==> src/rtl/core/capture_point_foot_offset_core_macros.svh <==
// Assertion macros for the foot offset core.
// Used by capture_point_foot_offset_core; needs no other file.
`ifndef CAPTURE_POINT_FOOT_OFFSET_CORE_MACROS_SVH
`define CAPTURE_POINT_FOOT_OFFSET_CORE_MACROS_SVH

`ifndef SYNTHESIS
`define CPFO_ASSERT_IMPL(lbl, clk_s, rst_n_s, ante, cons) \
	lbl: assert property (@(posedge clk_s) disable iff (!(rst_n_s)) (ante) |-> (cons)) \
		else $error("implication failed");
`define CPFO_ASSERT_NEVER(lbl, clk_s, rst_n_s, cond) \
	lbl: assert property (@(posedge clk_s) disable iff (!(rst_n_s)) !(cond)) \
		else $error("forbidden condition seen");
`else
`define CPFO_ASSERT_IMPL(lbl, clk_s, rst_n_s, ante, cons)
`define CPFO_ASSERT_NEVER(lbl, clk_s, rst_n_s, cond)
`endif

`endif

==> src/rtl/core/cpfo_sqrt_pipe.sv <==
`timescale 1ns / 1ps
// Integer square root, one root bit per stage (floor of sqrt).
// Standalone; payload rides along with the valid bit.
module cpfo_sqrt_pipe #(
	parameter int N  = 32,
	parameter int PW = 1
) (
	input  logic            clk,
	input  logic            arst_n,
	input  logic            in_vld,
	input  logic [2*N-1:0]  rad_in,
	input  logic [PW-1:0]   pay_in,
	output logic            out_vld,
	output logic [N-1:0]    root_out,
	output logic [PW-1:0]   pay_out
);

	logic            vld_s  [1:N];
	logic [N+1:0]    rem_s  [1:N];
	logic [N-1:0]    root_s [1:N];
	logic [2*N-1:0]  rad_s  [1:N];
	logic [PW-1:0]   pay_s  [1:N];

	for (genvar k = 1; k <= N; k++) begin : g_stage
		logic           p_vld;
		logic [N+1:0]   p_rem;
		logic [N-1:0]   p_root;
		logic [2*N-1:0] p_rad;
		logic [PW-1:0]  p_pay;
		logic [N+1:0]   shifted;
		logic [N+1:0]   trial;
		logic           ge;

		if (k == 1) begin : g_first
			assign p_vld  = in_vld;
			assign p_rem  = '0;
			assign p_root = '0;
			assign p_rad  = rad_in;
			assign p_pay  = pay_in;
		end else begin : g_next
			assign p_vld  = vld_s[k-1];
			assign p_rem  = rem_s[k-1];
			assign p_root = root_s[k-1];
			assign p_rad  = rad_s[k-1];
			assign p_pay  = pay_s[k-1];
		end

		// remainder stays below 2*root+1, so its top two bits are zero here
		assign shifted = {p_rem[N-1:0], p_rad[2*N-1:2*N-2]};
		assign trial   = {p_root, 2'b01};
		assign ge      = shifted >= trial;

		always_ff @(posedge clk or negedge arst_n) begin
			if (!arst_n) begin
				vld_s[k] <= 1'b0;
			end else begin
				vld_s[k] <= p_vld;
			end
		end

		always_ff @(posedge clk) begin
			rem_s[k]  <= ge ? shifted - trial : shifted;
			root_s[k] <= {p_root[N-2:0], ge};
			rad_s[k]  <= {p_rad[2*N-3:0], 2'b00};
			pay_s[k]  <= p_pay;
		end
	end

	assign out_vld  = vld_s[N];
	assign root_out = root_s[N];
	assign pay_out  = pay_s[N];

endmodule

==> config.mk <==
export PLATFORM = sky130hd
export DESIGN_NAME = cpfo_sqrt_pipe
export DESIGN_NICKNAME = d
export VERILOG_FILES = /design/src/rtl/core/capture_point_foot_offset_core_macros.svh /design/src/rtl/core/cpfo_sqrt_pipe.sv
export SDC_FILE = /design/constraint.sdc
export NUM_CORES = 2
export LEC_CHECK = 0
export BUFFER_PORTS_ARGS = -buffer_cell sky130_fd_sc_hd__buf_2
export CORE_ASPECT_RATIO = 2
export CORE_MARGIN = 5
export CORE_UTILIZATION = 55
export CTS_CLUSTER_DIAMETER = 120
export DETAILED_ROUTE_END_ITERATION = 7
export PLACE_DENSITY_LB_ADDON = 0.25
export SETUP_SLACK_MARGIN = 0.4
export SLEW_MARGIN = 15
export SYNTH_ARGS = -nofsm -noshare
export SYNTH_HDL_FRONTEND = slang
export SYNTH_MEMORY_MAX_BITS = 65536
export SYNTH_SLANG_ARGS = --single-unit
==> constraint.sdc <==
create_clock -name clk -period 7.3 [get_ports clk]
set_input_delay 1.095 -clock clk [delete_from_list [all_inputs] [get_ports clk]]
set_output_delay 1.095 -clock clk [all_outputs]
set_load 0.05 [all_outputs]
; Yosys cells after proc, flatten, opt, wreduce, memory -nomap -nowiden
; Memory sizes are Yosys's and may differ from the RTL's.
; Index checks and enable logic that the tools add are counted.
[word_totals]
ff_bits = 32
latch_bits = 0
mem_bits_rw = 4128
romBits = 0
wordCells = 132
n_memories = 4
[mem_list]
columns = memory, depth, width, read_ports, rd_ports_with_merged_regs, wr, line_no
row1 = rad_s, 32, 62, 31, 0, 32, cpfo_sqrt_pipe.sv:21  ; logic [2*N-1:0] rad_s [1:N];
row2 = rem_s, 32, 34, 31, 0, 32, cpfo_sqrt_pipe.sv:19  ; logic [N+1:0] rem_s [1:N];
row3 = root_s, 32, 32, 32, 0, 32, cpfo_sqrt_pipe.sv:20  ; logic [N-1:0] root_s [1:N];
row4 = pay_s, 32, 1, 32, 0, 32, cpfo_sqrt_pipe.sv:22  ; logic [PW-1:0] pay_s [1:N];
[classes]
add_sub_neg = 32
n_mul = 0
n_div = 0
magnitude_cmp = 32
eq_ne = 0
shift = 0
n_mux = 32
bitwise = 0
n_reduce_logical = 0
[ops]
columns = op, count
row1 = $mux W34, 32
row2 = $ge A34 B34 Y1, 31
row3 = $sub A34 B34 Y34, 31
row4 = $sub A2 B1 Y3 const B, 1
row5 = $ge A2 B1 Y1 const B, 1

; Logic depth before layout (Yosys ltp)
; An unclocked memory read counts as a cell.
[depth]
depth_word = 3
ltp_mapped = 14
mapped_depth_nobuf = 13

; Least setup slack after synthesis
; No wires, ideal clock.
[synth_timing]
path_type = flip-flop to flip-flop
startpoint = register root_s[6][13] (netlist name)
endpoint = register rem_s[0][857] (netlist name)
setup_ns = 0.121
arrival_time_ns = 2.962
slack_ns = 4.217
path_stages_with_launch = 11
path_buffers = 1
synth_period_minus_slack_ns = 3.083
path_cell_list = dfxtp_1 > inv_1 > ha_1 > and3_1 > a221oi_1 > o21ai_0 > a221o_1 > a2111oi_1 > o211a_1 > buf_2 > mux2_2

==> impl_metrics.json <==
{
  "clock-sinks": 2529,
  "finalSetupViolCount": 0,
  "clock_latency_ns": 0.89,
  "drt.antenna.violating_nets": 0,
  "cp.arrival_ns": 5.38,
  "die_y_um": 587.5,
  "p_sw_w": 0.01061,
  "drive_above_1_share_pct": 7.563,
  "ys_ff_latch": 2529,
  "syn-num-nets": 9583,
  "grt_max_degree": 56,
  "ios": 102,
  "cts_made_buffers": 211,
  "rrSetupSlack_ns": 2.63,
  "fin_area_um2": 102300,
  "synthArstFlopShare_pct": 1.265,
  "synth.distinct_cells": 93,
  "wl_mm": 235.5,
  "rsz0062_at_grt": "no",
  "synth-simple-area-share_pct": 12.29,
  "cts.htree.levels": 4,
  "yosys_most_used_dff": "dfxtp_1",
  "synth_edf_count": 0,
  "post_cts_resized": 0,
  "fin_nets": 9773,
  "cap_violations": 0,
  "num_rows": 212,
  "yosys-top-cells-count": "dfxtp_1, inv_1, nand2_1",
  "p_per_area_nw_per_um2": 356.2,
  "post_dp_cell_area_um2": 94690,
  "skew_ns": 0.08749,
  "clk_pin_slew_ns": 0.07,
  "synth.yosys.seq_area_share_pct": 55.38,
  "hold_violations": 0,
  "hp-class": "primary input to asynchronous set/reset pin",
  "grt_pass1_wl_mm": 354.3,
  "synth_top_area_share_pct": 54.51,
  "dp_hpwl_mm": 185.2,
  "hold_ws_ns": 0.2637,
  "syn_area_um2": 91700,
  "first_global_vias": 68230,
  "r2r-start": "root_s[7][32]$_DFF_P_",
  "antenna_found_initial": 7,
  "cts-root-buf": "clkbuf_16",
  "r2r.worst_path.cells": 11,
  "switching_share_pct": 29.14,
  "wl_per_cell_um": 20.51,
  "peakVddDrop_mv": 0.3319,
  "worst_slew_pin_slew_ns": 1.310,
  "io_buffers": 101,
  "area_growth_pct": 11.51,
  "p_leak_nw": 48.11,
  "synth.area.top_cells": "dfxtp_1, ha_1, xor2_1",
  "yosys.cell_count.top_type": "dfxtp_1",
  "maxSlewViolCount": 0,
  "cp_max_fo": 54,
  "synthMuxAreaShare_pct": 1.396,
  "synth_fa_ha_area_share_pct": 7.654,
  "die_area_um2": 175500,
  "design.core.area_um2": 166300,
  "clkPwrFrac_pct": 32.9,
  "first_iter_violations": 2702,
  "p_total_w": 0.03642,
  "setup-tns-final_ns": 0,
  "vias": 64430,
  "p_comb_share_pct": 18.1,
  "tritoncts": "built",
  "overflow": 0,
  "setup.worst_path.end": "rem_s[0][1037]$_DFF_P_",
  "synth-compound-area-share_pct": 12.22,
  "fin_util_pct": 61.49,
  "viasPerCell": 5.613,
  "synth_area_leader_cell": "dfxtp_1",
  "status": "finished clean",
  "p_int_w": 0.02581,
  "fin_crit_ns": 4.674,
  "critPathCaptureType": "register",
  "worstSetupStartpoint": "root_s[7][32]$_DFF_P_",
  "postCtsHoldBufs": 0,
  "cts_max_path_buffers": 4,
  "post_cts.repair.setup_buffers": 0,
  "ys.warnings.count": 0,
  "worst-setup-path-type": "register to register",
  "drc": 0,
  "start_kind": "register",
  "slew_headroom_pct": 11.87,
  "die_w_um": 298.7,
  "routabilityCongestion": 1.021,
  "fmax_ghz": 0.2140,
  "initial_utilization_pct": 55.14,
  "seq_power_share_pct": 49.0,
  "rr_endpoint": "rem_s[0][1037]$_DFF_P_",
  "synthCells": 8954,
  "yosys.area_share.xor_xnor_pct": 7.383,
  "synth_top_family_by_area": "simple AND/OR/NAND/NOR gates",
  "first_pass_iters": 8,
  "finalCritPeriodShare_pct": 64.02,
  "cp.required_ns": 8.00,
  "syn_area_per_cell_um2": 10.24,
  "grt_usage_pct": 25.92
}
==> state kept, by name, summed over array words and instances (netlist names) <==
signal,flops
g_stage.p_vld,31
rad_s,992
rem_s,945
out_vld,1
pay_s,32
root_s,528
==> kinds of logic (layout without fill, tap and decap cells) <==
| family | count (synthesis) | count (layout) |
|---|---|---|
| other | 1 | 32 |
| AO/OA/AOI/OAI | 1814 | 1814 |
| adder cells (fa/ha/maj) | 561 | 561 |
| multiplexers | 115 | 115 |
| flip-flops | 2529 | 2529 |
| AND/OR/NAND/NOR | 2273 | 2273 |
| buffers and inverters | 888 | 1242 |
| XOR/XNOR | 773 | 773 |
==> worst min-delay path by stage <==
| stage | endpoint | cells after the start | slack, ns |
|---|---|---|---|
| floorplan | pay_s[0][2]$_DFF_P_ | 0 | 0.31 |
| global placement | rad_s[0][550]$_DFF_P_ | 0 | 0.31 |
| detailed placement | pay_s[5][0]$_DFF_P_ | 0 | 0.31 |
| CTS | out_vld$_DFF_PN0_ | 1 | 0.21 |
| global route | rad_s[0][64]$_DFF_P_ | 1 | 0.25 |
| finish | g_stage[5].p_vld$_DFF_PN0_ | 1 | 0.26 |
==> critical path, stage by stage (launching register included) <==
cell and delay, ns:
dfxtp_1 0.74, inv_1 0.11, ha_1 0.36, nor2b_1 0.17
o31a_1 0.28, o31a_1 0.33, o21ai_1 0.63, a21oi_1 0.25
o311ai_1 0.85, nand3_2 0.10, buf_4 0.34, mux2_2 0.36
==> metrics by stage <==
stage / cells / setup slack, ns
after floorplan: 8954 / 4.217
after global placement: 11070 / 2.575
after detailed placement: 11070 / 2.707
after CTS: 11450 / 2.709
after global routing: 11480 / 2.617
final: 11480 / 2.626
==> placed cells by master, fill, tap and decap left out, drive strengths merged, types with 47 or more instances in the layout <==
| master | n |
|---|---|
| dfxtp | 2497 |
| inv | 730 |
| nand2 | 614 |
| ha | 561 |
| a21oi | 529 |
| o21ai | 526 |
| nor2 | 505 |
| xor2 | 391 |
| xnor2 | 382 |
| clkbuf | 281 |
| nor3 | 211 |
| a21o | 200 |
| nand3 | 161 |
| buf | 145 |
| nor4 | 127 |
| nand2b | 110 |
| o21a | 106 |
| nand4 | 103 |
| mux2 | 103 |
| or3 | 97 |
| nor2b | 87 |
| o31ai | 69 |
| and3 | 51 |
| a211oi | 50 |
| o21bai | 47 |
==> power groups by stage <==
stage	logic, W	registers, W	clock network [W]
after floorplan	0.00487	0.0174	0
after global placement	0.00635	0.0180	0
after detailed placement	0.00652	0.0181	0
after CTS	0.00656	0.0178	0.0122
after global routing	0.00724	0.0180	0.0128
final	0.00659	0.0178	0.0120
==> per-layer routing <==
layer	wire length, um	share of wire [%]	vias to the layer above	track usage (%)
li1	-	-	31020	-
met1	57520	24	30530	15.60
met2	136400	58	1687	54.51
met3	7134	3.0	1183	3.758
met4	34430	15	0	30.71
met5	0	0	-	0.02737
==> final cells by class <==
cell class	instances	area (um2)
clock buffer	281	6088
sequential	2529	50790
timing repair buffer	145	839.6
tap	2140	2678
antenna	31	77.57
fill	13480	64050
inverter	720	2703
multi-input combinational	5537	37700
clock inverter	96	1383
Note: power is estimated with default switching activity, not from simulation.
